<file path="src/rtl/dqqp_pkg.sv">
// ----------------------------------------------------------------------------
// dqqp_pkg
// Shared types and constants for the DNS query question parser.
// ----------------------------------------------------------------------------
`default_nettype none

package dqqp_pkg;

	localparam int unsigned HEADER_BYTES   = 12;
	localparam int unsigned MAX_NAME_CHARS = 255;

	// Header byte positions that hold the flags.
	localparam logic [3:0] FLAGS_HIGH_POS = 4'd2;
	localparam logic [3:0] FLAGS_LOW_POS  = 4'd3;

	// Flag bit masks and codes.
	localparam logic [7:0] QR_RA_MASK       = 8'd128;
	localparam logic [7:0] RCODE_KEEP_MASK  = 8'd240;
	localparam logic [7:0] RCODE_NOT_IMPL   = 8'd4;
	localparam logic [7:0] DOT_CHAR         = 8'h2E;

	localparam logic RESULT_CHAR    = 1'b0;
	localparam logic RESULT_SUMMARY = 1'b1;

	localparam logic [15:0] SUPPORTED_TYPE_RESET = 16'd1;

	typedef struct packed {
		logic [7:0] data_byte;
		logic       packet_start;
	} in_item_t;

	typedef struct packed {
		logic        result_kind;
		logic [7:0]  name_char;
		logic [15:0] question_type;
		logic [7:0]  flags_high;
		logic [7:0]  flags_low;
		logic        not_implemented;
		logic [7:0]  name_length;
		logic        name_overflow;
	} out_item_t;

endpackage

`default_nettype wire

</file>
<file path="src/rtl/dns_query_question_parser.sv">
// ----------------------------------------------------------------------------
// dns_query_question_parser
// Byte-wide DNS question parser: emits name characters and a query summary.
// ----------------------------------------------------------------------------
//   Channel   Handshake             Payload                 Width
//   input     in_valid / in_stall   in_item  (in_item_t)    9
//   output    out_valid / out_stall out_item (out_item_t)   51
//   config    cfg_wr_en             cfg_wr_data             16
//
// One byte is taken every cycle while the input register is not held. A byte
// sits in the input register, where the parse state is updated, and any
// result it causes moves from there into the output register, from which it
// is offered on out_item.
// Reset clears the parse state to the header phase and the supported type to 1.
// A byte that causes a result waits in the input register while the output
// register is full and stalled; bytes that cause no result are never held.
// ----------------------------------------------------------------------------
`default_nettype none

module dns_query_question_parser #(
	parameter int unsigned HEADER_BYTES   = dqqp_pkg::HEADER_BYTES,
	parameter int unsigned MAX_NAME_CHARS = dqqp_pkg::MAX_NAME_CHARS
) (
	input  wire logic                clk,
	input  wire logic                arst_n,
	input  wire logic                cfg_wr_en,
	input  wire logic [15:0]         cfg_wr_data,
	input  wire logic                in_valid,
	output logic                     in_stall,
	input  wire dqqp_pkg::in_item_t  in_item,
	output logic                     out_valid,
	input  wire logic                out_stall,
	output dqqp_pkg::out_item_t      out_item
);

	logic [15:0]         supported_q;
	logic                in_valid_s1;
	dqqp_pkg::in_item_t  in_item_s1;
	logic                out_valid_s2;
	dqqp_pkg::out_item_t out_item_s2;

	logic                emit;
	dqqp_pkg::out_item_t result;
	logic                out_free;
	logic                s1_fire;

	assign out_free = !out_valid_s2 || !out_stall;
	assign s1_fire  = in_valid_s1 && (!emit || out_free);
	assign in_stall = in_valid_s1 && !s1_fire;

	dqqp_parser #(
		.HEADER_BYTES   (HEADER_BYTES),
		.MAX_NAME_CHARS (MAX_NAME_CHARS)
	) u_parser (
		.clk            (clk),
		.arst_n         (arst_n),
		.item           (in_item_s1),
		.advance        (s1_fire),
		.supported_type (supported_q),
		.emit           (emit),
		.result         (result)
	);

	always_ff @(posedge clk or negedge arst_n) begin
		if (!arst_n) begin
			supported_q <= dqqp_pkg::SUPPORTED_TYPE_RESET;
		end else if (cfg_wr_en) begin
			supported_q <= cfg_wr_data;
		end
	end

	always_ff @(posedge clk or negedge arst_n) begin
		if (!arst_n) begin
			in_valid_s1 <= 1'b0;
		end else if (in_valid && !in_stall) begin
			in_valid_s1 <= 1'b1;
		end else if (s1_fire) begin
			in_valid_s1 <= 1'b0;
		end
	end

	always_ff @(posedge clk) begin
		if (in_valid && !in_stall) begin
			in_item_s1 <= in_item;
		end
	end

	always_ff @(posedge clk or negedge arst_n) begin
		if (!arst_n) begin
			out_valid_s2 <= 1'b0;
		end else if (s1_fire && emit) begin
			out_valid_s2 <= 1'b1;
		end else if (!out_stall) begin
			out_valid_s2 <= 1'b0;
		end
	end

	always_ff @(posedge clk) begin
		if (s1_fire && emit) begin
			out_item_s2 <= result;
		end
	end

	assign out_valid = out_valid_s2;
	assign out_item  = out_item_s2;

endmodule

`default_nettype wire

</file>
<file path="src/rtl/dqqp_parser.sv">
// ----------------------------------------------------------------------------
// dqqp_parser
// Per-packet parse state and the combinational next-state and result logic.
// ----------------------------------------------------------------------------
`default_nettype none

module dqqp_parser #(
	parameter int unsigned HEADER_BYTES   = dqqp_pkg::HEADER_BYTES,
	parameter int unsigned MAX_NAME_CHARS = dqqp_pkg::MAX_NAME_CHARS
) (
	input  wire logic               clk,
	input  wire logic               arst_n,
	input  wire dqqp_pkg::in_item_t item,
	input  wire logic               advance,
	input  wire logic [15:0]        supported_type,
	output logic                    emit,
	output dqqp_pkg::out_item_t     result
);

	typedef enum logic [2:0] {
		PH_HEADER,
		PH_LENGTH,
		PH_CHARS,
		PH_TYPE_HI,
		PH_TYPE_LO,
		PH_DONE
	} phase_t;

	localparam logic [3:0] HeaderLast = 4'(HEADER_BYTES - 1);
	localparam logic [7:0] MaxChars   = 8'(MAX_NAME_CHARS);

	phase_t      phase_q,      phase_d;
	logic [3:0]  header_cnt_q, header_cnt_d;
	logic [7:0]  label_rem_q,  label_rem_d;
	logic        first_label_q, first_label_d;
	logic [7:0]  flags_high_q, flags_high_d;
	logic [7:0]  flags_low_q,  flags_low_d;
	logic [7:0]  type_high_q,  type_high_d;
	logic [7:0]  char_cnt_q,   char_cnt_d;
	logic        overflow_q,   overflow_d;

	always_comb begin
		phase_t      ph;
		logic [3:0]  hc;
		logic [7:0]  lr;
		logic        fl1;
		logic [7:0]  fh;
		logic [7:0]  flo;
		logic [7:0]  th;
		logic [7:0]  cc;
		logic        ov;
		logic        want_char;
		logic [7:0]  ch;
		logic [15:0] qtype;
		logic [7:0]  fh_out;
		logic [7:0]  fl_out;
		logic        notimp;

		// A packet start discards whatever the previous packet left behind.
		if (item.packet_start) begin
			ph  = PH_HEADER;
			hc  = '0;
			lr  = '0;
			fl1 = 1'b1;
			fh  = '0;
			flo = '0;
			th  = '0;
			cc  = '0;
			ov  = 1'b0;
		end else begin
			ph  = phase_q;
			hc  = header_cnt_q;
			lr  = label_rem_q;
			fl1 = first_label_q;
			fh  = flags_high_q;
			flo = flags_low_q;
			th  = type_high_q;
			cc  = char_cnt_q;
			ov  = overflow_q;
		end

		phase_d       = ph;
		header_cnt_d  = hc;
		label_rem_d   = lr;
		first_label_d = fl1;
		flags_high_d  = fh;
		flags_low_d   = flo;
		type_high_d   = th;
		char_cnt_d    = cc;
		overflow_d    = ov;
		want_char     = 1'b0;
		ch            = item.data_byte;
		emit          = 1'b0;
		result        = '0;
		qtype         = {th, item.data_byte};
		notimp        = (qtype != supported_type);
		fh_out        = fh;
		fl_out        = flo;

		unique case (ph)
			PH_HEADER: begin
				if (hc == dqqp_pkg::FLAGS_HIGH_POS) begin
					flags_high_d = item.data_byte;
				end else if (hc == dqqp_pkg::FLAGS_LOW_POS) begin
					flags_low_d = item.data_byte;
				end
				header_cnt_d = hc + 4'd1;
				if (hc >= HeaderLast) begin
					phase_d = PH_LENGTH;
				end
			end
			PH_LENGTH: begin
				if (item.data_byte == 8'd0) begin
					phase_d = PH_TYPE_HI;
				end else begin
					label_rem_d = item.data_byte;
					phase_d     = PH_CHARS;
					want_char   = !fl1;
					ch          = dqqp_pkg::DOT_CHAR;
				end
			end
			PH_CHARS: begin
				label_rem_d = lr - 8'd1;
				if (lr == 8'd1) begin
					first_label_d = 1'b0;
					phase_d       = PH_LENGTH;
				end
				want_char = 1'b1;
			end
			PH_TYPE_HI: begin
				type_high_d = item.data_byte;
				phase_d     = PH_TYPE_LO;
			end
			PH_TYPE_LO: begin
				if (fh[0]) begin
					fl_out = fl_out | dqqp_pkg::QR_RA_MASK;
				end
				if (notimp) begin
					fh_out = fh_out | dqqp_pkg::QR_RA_MASK;
					fl_out = (fl_out & dqqp_pkg::RCODE_KEEP_MASK) | dqqp_pkg::RCODE_NOT_IMPL;
				end
				phase_d                = PH_DONE;
				emit                   = 1'b1;
				result.result_kind     = dqqp_pkg::RESULT_SUMMARY;
				result.question_type   = qtype;
				result.flags_high      = fh_out;
				result.flags_low       = fl_out;
				result.not_implemented = notimp;
				result.name_length     = cc;
				result.name_overflow   = ov;
			end
			PH_DONE: begin
			end
			default: begin
			end
		endcase

		// Characters past the length limit are dropped but still parsed.
		if (want_char) begin
			if (cc >= MaxChars) begin
				overflow_d = 1'b1;
			end else begin
				char_cnt_d         = cc + 8'd1;
				emit               = 1'b1;
				result.result_kind = dqqp_pkg::RESULT_CHAR;
				result.name_char   = ch;
			end
		end
	end

	always_ff @(posedge clk or negedge arst_n) begin
		if (!arst_n) begin
			phase_q       <= PH_HEADER;
			header_cnt_q  <= '0;
			label_rem_q   <= '0;
			first_label_q <= 1'b1;
			flags_high_q  <= '0;
			flags_low_q   <= '0;
			type_high_q   <= '0;
			char_cnt_q    <= '0;
			overflow_q    <= 1'b0;
		end else if (advance) begin
			phase_q       <= phase_d;
			header_cnt_q  <= header_cnt_d;
			label_rem_q   <= label_rem_d;
			first_label_q <= first_label_d;
			flags_high_q  <= flags_high_d;
			flags_low_q   <= flags_low_d;
			type_high_q   <= type_high_d;
			char_cnt_q    <= char_cnt_d;
			overflow_q    <= overflow_d;
		end
	end

endmodule

`default_nettype wire
</file>
<file path="config.mk">
export PLATFORM = sky130hd
export DESIGN_NAME = dns_query_question_parser
export DESIGN_NICKNAME = d
export VERILOG_FILES = /design/src/rtl/dqqp_pkg.sv /design/src/rtl/dns_query_question_parser.sv /design/src/rtl/dqqp_parser.sv
export SDC_FILE = /design/constraint.sdc
export NUM_CORES = 1
export LEC_CHECK = 0
export ABC_AREA = 1
export BUFFER_PORTS_ARGS = -buffer_cell sky130_fd_sc_hd__buf_2
export CORE_UTILIZATION = 63
export CTS_CLUSTER_SIZE = 24
export DETAILED_ROUTE_END_ITERATION = 10
export GPL_ROUTABILITY_DRIVEN = 1
export HOLD_SLACK_MARGIN = 0.06
export PLACE_DENSITY = 0.86
export SETUP_SLACK_MARGIN = 0.15
export SYNTH_ARGS = -nofsm -noshare
export SYNTH_HDL_FRONTEND = slang
export SYNTH_SLANG_ARGS = --single-unit
</file>
<file path="constraint.sdc">
create_clock -name clk -period 6.7 [get_ports clk]
set_input_delay 0.67 -clock clk [delete_from_list [all_inputs] [get_ports clk]]
set_output_delay 0.67 -clock clk [all_outputs]
set_load 0.03 [all_outputs]
</file>
* After elaboration in Yosys (flattened, before gate mapping)
Index checks and enable logic that the tools add are counted.
** Cells by class
- $add $sub $neg :: 3
- Order comparisons :: 2
- Equal/unequal tests :: 9
- Multiplexer cells :: 44
- Bitwise gates (word level) :: 2
- Reduce and logical (&&, ||, !) cells :: 17
** Operator list (number)
- 8-bit 2-to-1 mux :: 18
- 9-bit 2-to-1 mux :: 2
- 16-bit != test :: 1
- 8-bit case mux with 2 select lines :: 1
- 1-bit 2-to-1 mux :: 15
- 3-bit case mux with 5 select lines :: 1
- 3-bit 2-to-1 mux :: 4
- 8-bit by 1-bit adder with 8-bit output (second input constant) :: 1
- 4-bit by 2-bit equality test with 1-bit output (second input constant) :: 2
- 8-bit by 1-bit equality test with 1-bit output (second input constant) :: 1
- 8-bit greater-or-equal comparator (second input constant) :: 1
- 8-bit zero test :: 1
- 4-bit 2-to-1 mux :: 2
- 8-bit by 1-bit subtractor with 8-bit output (second input constant) :: 1
- 3-bit by 2-bit equality test with 1-bit output (second input constant) :: 2
- 1-bit zero test :: 6
- 4-bit by 1-bit adder with 4-bit output (second input constant) :: 1
- 4-bit greater-or-equal comparator (second input constant) :: 1
- 1-bit logical AND :: 4
- 2-bit OR reduction :: 2
- 3-bit by 1-bit equality test with 1-bit output (second input constant) :: 1
- 3-bit equality test (second input constant) :: 1
- 3-bit zero test :: 1
- 1-bit logical OR :: 2
- 4 further kinds :: 5
** Storage, ports and cells
- Register bits :: 127
- Input bits :: 30
- Output and inout bits :: 53
- Logic and storage cells :: 100

* Depth between registers and ports, before layout
Gate-level depths: netlist of run 1.
- Depth after elaboration :: 13
- Mapped depth :: 18
- Depth with buffers taken out :: 13

* Hierarchy
Synthesis of run 1 repeated with hierarchy kept, for this count alone.
** Unflattened totals
- Cell total of the unflattened synthesis :: 736
- Area, all modules :: 6563.8 um2
** By module, submodules not included
- dqqp_parser :: instances 1, cells an instance 595, area each 4012.6 um2, sequential area each 1227.4 um2
- dns_query_question_parser :: instances 1, cells an instance 141, area each 2551.2 um2, sequential area each 2253.4 um2

* Worst setup path before layout of run 1
OpenSTA, ideal clock, no wires.
- Kind :: register -> register
- Start :: register in_item_s1[0] (netlist bit)
- End :: register out_item_s2, in the netlist out_item[0], enable pin
- Library setup time :: 0.405 ns
- Arrival time :: 2.838 ns
- Setup slack :: 3.457 ns
- Cell stages (with the launch flop) :: 15
- Buffers on the path :: 3
- Path through :: edfxtp_1 > buf_6 > inv_4 > buf_2 > buf_2 > nand2_1 > inv_1 > ha_1 > nand2_1 > nor2_4 > nand3_4 > nand2_4 > nand2_4 > nand3_1 > inv_1
** Between the ends
- Longest elaborated chain between the ends :: 9
** Ends and longest elaborated chain
- start: declaration :: line dns_query_question_parser.sv:38 : dqqp_pkg::in_item_t in_item_s1;
- start signal: assignment :: line dns_query_question_parser.sv:84 : in_item_s1 <= in_item;
- parallel branches: the longest is 4 deep, another holds 8-bit greater-or-equal comparator
- 1-bit 2-to-1 mux * :: line dqqp_parser.sv:159 : if (want_char) begin
- 1-bit zero test :: line dns_query_question_parser.sv:48 : assign s1_fire = in_valid_s1 && (!emit || out_free);
- 1-bit logical OR :: line dns_query_question_parser.sv:48
- 1-bit logical AND :: line dns_query_question_parser.sv:48
- 1-bit logical AND * :: line dns_query_question_parser.sv:99 : if (s1_fire && emit) begin
- end signal: assignment :: line dns_query_question_parser.sv:100 : out_item_s2 <= result;
- end: declaration :: line dns_query_question_parser.sv:40 : dqqp_pkg::out_item_t out_item_s2;
Mark *: on every way between the ends.
A chain may end at the register's enable or synchronous reset.

* Worst setup path in the final report of run 1
- Start :: register in_item_s1[0] (netlist bit)
- End :: output port in_stall
** Between the ends
- Longest elaborated chain between the ends :: 10
** Ends and longest elaborated chain
- parallel branches: the longest is 4 deep, another holds 8-bit greater-or-equal comparator
- 1-bit 2-to-1 mux * :: line dqqp_parser.sv:159
- 1-bit zero test * :: line dns_query_question_parser.sv:48
- 1-bit logical OR * :: line dns_query_question_parser.sv:48
- 1-bit logical AND * :: line dns_query_question_parser.sv:48
- 1-bit zero test * :: line dns_query_question_parser.sv:49 : assign in_stall = in_valid_s1 && !s1_fire;
- 1-bit logical AND * :: line dns_query_question_parser.sv:49
- end: declaration :: line dns_query_question_parser.sv:29 : output logic in_stall,
Marks and branches as above.

==> results of run 1 <==
[state kept, by name, indices dropped and copies added (netlist names)]
signal and cells:
in_item_s1 9, in_valid_s1 1, out_item 51, out_valid 1, supported_q 16, u_parser.char_cnt_q 8, u_parser.first_label_q 1, u_parser.flags_high_q 8
u_parser.flags_low_q 8, u_parser.header_cnt_q 4, u_parser.label_rem_q 8, u_parser.overflow_q 1, u_parser.phase_q 3, u_parser.type_high_q 8
[worst max-delay path: stages (launching register included)]
cell	delay, ns
edfxtp_1	0.56
inv_4	0.48
nand2_1	0.23
inv_1	0.19
ha_1	0.22
nand2_1	0.13
nor2_4	0.21
nand3_4	0.18
nand2_4	0.18
nand2_4	0.07
nand2_4	0.48
nor2_1	0.07
buf_2	0.19
[area by class of cell]
cell class / count / area, um^2 / share of cell area (%)
clock inverters: 13 / 161.4 / 2.153
clock buffers: 19 / 431.7 / 5.758
multi-input cells: 554 / 2540 / 33.88
inverters: 75 / 284.0 / 3.788
well taps: 133 / 166.4 / 2.220
flip-flops and latches: 127 / 3481 / 46.43
repair buffers: 85 / 432.9 / 5.774
[per-layer routing]
metal	wire, um	vias to the layer above	track usage (%)
met2	7591	334	51.76
met4	352	0	13.11
met3	1573	39	7.325
met1	6614	2638	44.28
li1	-	2681	-
met5	0	-	0
[through the flow]
| stage | total power, mW | util, % |
|---|---|---|
| 3_5_place_dp | 0.9993 | 69.99 |
| 6_report | 1.917 | 76.00 |
| 3_3_place_gp | 0.9927 | 69.99 |
| 5_1_grt | 1.967 | 76.00 |
| 2_1_floorplan | 0.9573 | - |
| 4_1_cts | 1.917 | 76.00 |
[worst min-delay path by stage]
stage,start,end
global route,in_item[0],in_item_s1[0]
floorplan,arst_n,in_valid_s1
global placement,u_parser.flags_high_q[0],u_parser.flags_high_q[0]
detailed placement,u_parser.type_high_q[1],u_parser.type_high_q[1]
CTS,in_item[0],in_item_s1[0]
finish,in_item[0],in_item_s1[0]
[where the power goes]
group	switching, mW	internal [mW]
Clock	0.350	0.578
Sequential	0.0214	0.842
Combinational	0.0867	0.0386
Total	0.458	1.46
[cells by family (layout without fill, tap and decap cells)]
group,Yosys count,in the layout
AND/OR/NAND/NOR,466,466
flip-flops,127,127
buffers and inverters,110,192
AO/OA/AOI/OAI,63,63
XOR/XNOR,16,16
adder cells (fa/ha/maj),5,5
multiplexers,4,4
[Yosys cell counts, drive strengths merged]
library cell / number / area (um^2)
nand2: 278 / 1076
nand3: 86 / 442.9
nor2: 83 / 331.6
inv: 74 / 280.3
dfrtp: 65 / 1627
edfxtp: 60 / 1802
o21ai: 39 / 195.2
buf: 21 / 122.6
a21oi: 16 / 80.08
xor2: 15 / 131.4
clkbuf: 14 / 52.55
nor3: 12 / 65.06
nand4: 7 / 43.79
ha: 5 / 62.56
mux2: 4 / 45.04
o21bai: 3 / 22.52
a21o: 2 / 15.01
dfstp: 2 / 52.55
o22ai: 2 / 12.51
clkinv: 1 / 3.750
o21a: 1 / 7.510
xnor2: 1 / 8.760
==> flow_summary.json, run 1 <==
{
  "status": "completed",
  "wirelength_mm": 16.13,
  "slew_headroom_pct": 31.73,
  "synth-compound-area-share_pct": 5.136,
  "overflow": 0,
  "cts_buffer_depth": 2,
  "maxCapViolCount": 0,
  "hpwl_mm": 10.08,
  "diodes": 0,
  "yosys.area_share.simple_pct": 30.24,
  "hold_buffers": 0,
  "avgSynthCellArea_um2": 8.192,
  "vias_per_cell": 5.658,
  "synthAdderAreaFrac_pct": 0.9654,
  "end_kind": "output port",
  "layout.cells.most_common_list": "nand2_1 (273), nand3_1 (85), buf_2 (82), nor2_1 (79), inv_1 (69)",
  "rr_startpoint": "in_item_s1[0]",
  "drt-wirelength-per-cell_um": 16.04,
  "p_leak_nw": 3.971,
  "regToRegSetupSlack_ns": 2.83,
  "dp.cells": 974,
  "setup_viol_count_final": 0,
  "design_area_mm2": 0.007497,
  "grt_max_degree": 68,
  "grt_pass1_wl_mm": 26.10,
  "first_global_vias": 5333,
  "cts_tree": "yes",
  "syn2layout_area_growth_pct": 15.70,
  "drc_errors": 0,
  "synth_nets": 826,
  "place.gp.congestion": 0.9205,
  "cp-startpoint": "in_item_s1[0]",
  "worst_slack_ns": 2.279,
  "hold_viol": 0,
  "ff2ff_path_depth": 13,
  "cts-root-buf": "clkbuf_8",
  "cts_sinks": 127,
  "r2r_end": "u_parser.char_cnt_q[7]",
  "synth_top_family_by_area": "simple AND/OR/NAND/NOR gates",
  "grt_setup_unrepaired": "false",
  "setup_tns_ns": 0,
  "core_area_mm2": 0.009864,
  "path_class": "flop to output port",
  "drive_above_1_share_pct": 15.58,
  "cp-endpoint": "in_stall",
  "antenna_found_initial": 0,
  "peakVddDrop_uv": 171.5,
  "finalClockSkew_ns": 0.01076,
  "cts_setup_buffers": 0,
  "rows": 36,
  "syn_inst": 791,
  "cp-start-kind": "flop",
  "initial_core_util_pct": 65.69,
  "worstPathArrival_ns": 3.75,
  "drtPass1Iterations": 7,
  "die_width_um": 103.4,
  "htreeDepth": 4,
  "cp_max_fo": 53,
  "ant_nets": 0,
  "period_minus_slack_ns": 4.421,
  "final_common_cell": "nand2_1",
  "port_buffers": 82,
  "whs_ns": 0.3124,
  "cts_resized": 0,
  "instances_no_fill": 1006,
  "finalNetCount": 895,
  "clk_pin_slew_ns": 0.06,
  "synth_xor_area_share_pct": 2.163,
  "grtUsageTotal_pct": 32.79,
  "worst-slew-pin-transition_ns": 1.023,
  "vias": 5692,
  "fillers": 696,
  "power_density_mw_per_mm2": 255.6,
  "synth_cell_types": 33,
  "die_h_um": 103.4,
  "yosysWarnings": 0,
  "place_area_mm2": 0.006904,
  "maxSlewViolCount": 0,
  "worstHoldPathCells": 1,
  "hold_path.class": "primary input to flop",
  "drt_iter0_markers": 636,
  "top_level_ports": 83,
  "synthMuxAreaShare_pct": 0.6951,
  "clock.fmax_ghz": 0.2262,
  "dieArea_mm2": 0.01070,
  "seq_area_frac_synth_pct": 53.72,
  "post-route-period-util_pct": 65.99,
  "ys_ff_latch": 127,
  "required_ns": 6.03,
  "syn-cell-area_mm2": 0.006480,
  "clkLatencyLatePin_ns": 0.53,
  "place_ws_ns": 2.943,
  "cts_made_buffers": 17
}
Power figures use the tool's default switching activity.
==> inputs of run 2 (changes only) <==
--- a/config.mk
+++ b/config.mk
@@ -7,12 +7,12 @@
 export LEC_CHECK = 0
 export ABC_AREA = 1
 export BUFFER_PORTS_ARGS = -buffer_cell sky130_fd_sc_hd__buf_2
-export CORE_UTILIZATION = 63
+export CORE_UTILIZATION = 53
 export CTS_CLUSTER_SIZE = 24
 export DETAILED_ROUTE_END_ITERATION = 10
 export GPL_ROUTABILITY_DRIVEN = 1
 export HOLD_SLACK_MARGIN = 0.06
-export PLACE_DENSITY = 0.86
+export PLACE_DENSITY = 0.77
 export SETUP_SLACK_MARGIN = 0.15
 export SYNTH_ARGS = -nofsm -noshare
 export SYNTH_HDL_FRONTEND = slang
==> constraint.sdc (replaced) <==
create_clock -name clk -period 3.77 [get_ports clk]
set_input_delay 0.377 -clock clk [delete_from_list [all_inputs] [get_ports clk]]
set_output_delay 0.377 -clock clk [all_outputs]
set_load 0.03 [all_outputs]
==> flow_summary.json, run 2 (synthesis gave the netlist of run 1 again) <==
{
  "period_minus_slack_ns": 3.448,
  "layout.cells.most_common_list": "nand2_1 (273), nand3_1 (85), buf_2 (82), nor2_1 (79), inv_1 (69)",
  "drt_iter0_markers": 428,
  "seq_area_mm2": 0.003481,
  "htreeDepth": 4,
  "cts_setup_buffers": 0,
  "top_level_ports": 83,
  "setup_viol_count_final": 0,
  "hold_viol": 0,
  "netSwitchingFraction_pct": 23.30,
  "drt-wirelength-per-cell_um": 14.55,
  "fillers": 1008,
  "required_ns": 3.39,
  "dieArea_mm2": 0.01267,
  "grt_max_degree": 52,
  "cts_buffer_depth": 2,
  "drc_errors": 0,
  "drive_above_1_share_pct": 16.25,
  "setup_tns_ns": 0,
  "status": "completed",
  "clk_pin_slew_ns": 0.06,
  "clockPowerShare_pct": 48.7,
  "share_comb_of_total_power_pct": 6.5,
  "diodes": 0,
  "worstPathArrival_ns": 3.07,
  "cts-root-buf": "clkbuf_16",
  "p_sw_uw": 797.4,
  "antenna_found_initial": 0,
  "clkLatencyLatePin_ns": 0.42,
  "maxCapViolCount": 0,
  "finalNetCount": 902,
  "die_h_um": 112.6,
  "worst-slew-pin-transition_ns": 1.013,
  "overflow": 0,
  "p_leak_nw": 3.998,
  "finalClockSkew_ns": 0.006133,
  "p_seq_share_pct": 44.8,
  "syn2layout_area_growth_pct": 17.01,
  "cp-start-kind": "flop",
  "largest_register_ffs": 51,
  "cts_tree": "yes",
  "instances_no_fill": 1027,
  "vias": 5516,
  "grt_setup_unrepaired": "false",
  "place_ws_ns": 0.5871,
  "initial_core_util_pct": 54.17,
  "maxSlewViolCount": 0,
  "clock.fmax_ghz": 0.2901,
  "finalPower_mw": 3.422,
  "p_int_mw": 2.624,
  "place.gp.congestion": 0.9615,
  "cp_max_fo": 32,
  "grt_pass1_wl_mm": 24.68,
  "path_class": "flop to output port",
  "cts_made_buffers": 17,
  "finish.utilization_pct": 63.39,
  "hpwl_mm": 9.858,
  "vias_per_cell": 5.371,
  "end_kind": "output port",
  "final_common_cell": "nand2_1",
  "peakVddDrop_uv": 261.8,
  "grtUsageTotal_pct": 25.38,
  "rows": 40,
  "worst_slack_ns": 0.3223,
  "wirelength_mm": 14.94,
  "ant_nets": 0,
  "core_area_mm2": 0.01196,
  "cts_resized": 0,
  "slew_headroom_pct": 32.39,
  "drtPass1Iterations": 5,
  "hold_path.class": "primary input to flop",
  "post-route-period-util_pct": 91.45,
  "cts_sinks": 127,
  "dp.cells": 994,
  "multi_input_area_mm2": 0.002540,
  "port_buffers": 82,
  "first_global_vias": 5044,
  "power_density_mw_per_mm2": 451.3,
  "die_width_um": 112.6
}
-- run 2: changes by cell type in the layout (fill, tap and decap cells not counted), sizes merged --
cell | previous run | this run
dlygate4sd3 | 0 | 1
clkinvlp | 2 | 5
clkinv | 6 | 5
buf | 85 | 91
inv | 77 | 75
-- run 2: worst paths after layout --
path / slack (ns) / start / cells past startpoint / end
max: 0.32 / in_item_s1[0] / 12 / in_stall
max reg2reg: 0.56 / in_item_s1[0] / 11 / out_item[8]
min in group asynchronous: 0.46 / arst_n / 2 / u_parser.overflow_q
max in group asynchronous: 2.53 / arst_n / 3 / supported_q[0]
min reg2reg: 0.47 / u_parser.type_high_q[1] / 2 / u_parser.type_high_q[1]
min: 0.13 / in_item[7] / 1 / in_item_s1[7]
-- run 2: cell type report --
| cell class | count | area share (%) |
|---|---|---|
| multi-input combinational | 554 | 33.50 |
| sequential | 127 | 45.91 |
| timing repair buffer | 92 | 6.436 |
| tap | 147 | 2.426 |
| inverter | 75 | 3.746 |
| clock buffer | 19 | 5.842 |
| clock inverter | 13 | 2.145 |
-- run 2: power groups by stage --
| stage | logic [mW] | clock network, mW | registers [mW] |
|---|---|---|---|
| floorplan | 0.155 | 0 | 1.55 |
| global placement | 0.215 | 0 | 1.56 |
| detailed placement | 0.220 | 0 | 1.56 |
| CTS | 0.223 | 1.68 | 1.53 |
| global route | 0.252 | 1.74 | 1.54 |
| finish | 0.222 | 1.67 | 1.53 |
-- run 2: critical path, stage by stage, from the launching register on --
cell,delay [ns]
edfxtp_1,0.56
inv_4,0.34
nand2_1,0.18
inv_1,0.17
ha_1,0.20
nand2_1,0.11
nor2_4,0.20
nand3_4,0.17
nand2_4,0.17
nand2_4,0.07
nand2_4,0.19
nor2_1,0.08
buf_2,0.18
-- run 2: metal layers --
layer  share of wire, %  global-route usage [%]  up-vias
li1                   -                       -     2705
met1                 45                   34.04     2569
met2                 46                   39.63      215
met3                7.1                   6.263       27
met4                1.8                   10.40        0
met5                  0                       0        -
-- run 2: stage by stage --
step           cell area [um^2]  hold slack, ns
4_1_cts                    7582          0.1081
3_5_place_dp               6967          0.3826
2_1_floorplan              6480         0.08141
3_3_place_gp               6967          0.3757
5_1_grt                    7582          0.1120
6_report                   7582          0.1251
-- run 2: timing repair --
action / in CTS / in global routing
endpoints found under the setup margin: 0 / 0
hold endpoints to repair: 20 / 0
hold buffers: 1 / 0
==> inputs of run 3 (changes only) <==
--- a/config.mk
+++ b/config.mk
@@ -11,6 +11,7 @@
 export CTS_CLUSTER_SIZE = 24
 export DETAILED_ROUTE_END_ITERATION = 10
 export GPL_ROUTABILITY_DRIVEN = 1
+export GPL_TIMING_DRIVEN = 0
 export HOLD_SLACK_MARGIN = 0.06
 export PLACE_DENSITY = 0.77
 export SETUP_SLACK_MARGIN = 0.15
==> flow_summary.json, run 3 (synthesis gave the netlist of run 1 again) <==
{
  "status": "completed",
  "required_ns": 3.39,
  "core_area_mm2": 0.01196,
  "htreeDepth": 4,
  "rows": 40,
  "drtPass1Iterations": 6,
  "peakVddDrop_uv": 333.3,
  "final_common_cell": "nand2_1",
  "finalClockSkew_ns": 0.008358,
  "ant_nets": 0,
  "cp-start-kind": "flop",
  "syn2layout_area_growth_pct": 20.58,
  "port_buffers": 81,
  "maxCapViolCount": 0,
  "grt.met1_usage_pct": 36.16,
  "die_h_um": 112.6,
  "met3_usage_pct": 7.289,
  "fillers": 984,
  "gr-usage-met2_pct": 44.40,
  "cts_buffer_depth": 2,
  "grtUsageTotal_pct": 27.58,
  "hpwl_mm": 11.07,
  "dieArea_mm2": 0.01267,
  "cts_tree": "yes",
  "period_minus_slack_ns": 3.478,
  "path_class": "flop to output port",
  "die_width_um": 112.6,
  "antenna_found_initial": 0,
  "overflow": 0,
  "place_area_mm2": 0.007092,
  "vias_per_cell": 5.451,
  "finalNetCount": 933,
  "cts-root-buf": "clkbuf_16",
  "place.gp.congestion": 0.8971,
  "finish.utilization_pct": 65.32,
  "clkLatencyLatePin_ns": 0.42,
  "place_ws_ns": 0.2672,
  "drc_errors": 0,
  "drt_iter0_markers": 570,
  "grt_pass1_wl_mm": 26.50,
  "p_leak_nw": 4.112,
  "hold_buffers": 0,
  "grt_max_degree": 68,
  "initial_core_util_pct": 54.17,
  "busiest_layer": "met2",
  "worstPathArrival_ns": 3.10,
  "hold_path.class": "primary input to async pin",
  "first_global_vias": 5222,
  "cts_made_buffers": 17,
  "design_area_mm2": 0.007814,
  "end_kind": "output port",
  "setup_viol_count_final": 0,
  "clk_pin_slew_ns": 0.06,
  "clock.fmax_ghz": 0.2876,
  "diodes": 0,
  "cp_max_fo": 10,
  "maxSlewViolCount": 0,
  "worst-slew-pin-transition_ns": 0.8934,
  "drive_above_1_share_pct": 17.78,
  "wirelength_mm": 16.49,
  "power_density_mw_per_mm2": 458.4,
  "top_level_ports": 83,
  "slew_headroom_pct": 40.44,
  "layout.cells.most_common_list": "nand2_1 (272), buf_2 (94), nand3_1 (85), nor2_1 (79), inv_1 (68)",
  "dp.cells": 1020,
  "grt_setup_unrepaired": "false",
  "instances_no_fill": 1058,
  "vias": 5767,
  "cts_sinks": 127,
  "largest_register_ffs": 51,
  "hold_viol": 0,
  "post-route-period-util_pct": 92.24,
  "drt-wirelength-per-cell_um": 15.58,
  "worst_slack_ns": 0.2925
}
## run 3: where the power goes
group	internal [mW]	leakage [nW]	switching, mW	total [mW]
Combinational	0.0787	2.23	0.166	0.245
Sequential	1.50	1.57	0.0340	1.53
Clock	1.19	0.307	0.612	1.81
Total	2.77	4.11	0.812	3.58
## run 3: final cells by class
type	instances	area, um^2	area share (%)
multi-input cells	554	2551	32.65
flip-flops and latches	127	3481	44.55
well taps	147	183.9	2.354
repair buffers	88	473.0	6.053
clock inverters	12	207.7	2.658
plain buffers	35	186.4	2.386
inverters	75	284.0	3.635
clock buffers	20	446.7	5.717
## run 3: through the flow
step                power (mW)  TNS (ns)  hold slack (ns)
CTS                      3.581         0           0.1131
finish                   3.582         0          0.07386
global placement         1.786    -9.727           0.4536
global route             3.704         0           0.1082
detailed placement       1.791         0           0.4583
floorplan                1.701         0          0.08141
## run 3: worst max-delay path: stages (launching register included)
cell,delay [ns]
edfxtp_1,0.37
buf_6,0.16
inv_4,0.10
buf_4,0.19
buf_4,0.21
nand2_2,0.12
inv_2,0.11
ha_1,0.20
nand2_1,0.11
nor2_4,0.18
nand3_4,0.16
nand2_8,0.15
nand2_4,0.06
nand2_4,0.12
buf_6,0.18
nor2_1,0.05
buf_2,0.17
## run 3: what timing repair did
action,4_1_cts,5_1_grt
gates cloned,0,0
setup endpoints to repair,1,1
setup buffers,0,6
pin swaps,1,2
hold endpoints to repair,0,0
gates resized for setup,6,1
## run 3: final timing paths
kind	startpoint	end	slack, ns	depth (start not counted)
max	in_item_s1[0]	in_stall	0.29	16
min	arst_n	u_parser.char_cnt_q[3]	0.07	1
max reg2reg	in_item_s1[0]	in_item_s1[6]	0.75	15
min reg2reg	u_parser.flags_low_q[1]	u_parser.flags_low_q[1]	0.47	2
max in group asynchronous	arst_n	u_parser.type_high_q[5]	3.10	1
min in group clk	in_item[0]	in_item_s1[0]	0.13	1
## run 3: metal layers
metal / part of all wire, % / up-vias
li1: - / 2772
met1: 43 / 2673
met2: 47 / 293
met3: 8.2 / 29
met4: 1.9 / 0
met5: 0 / -
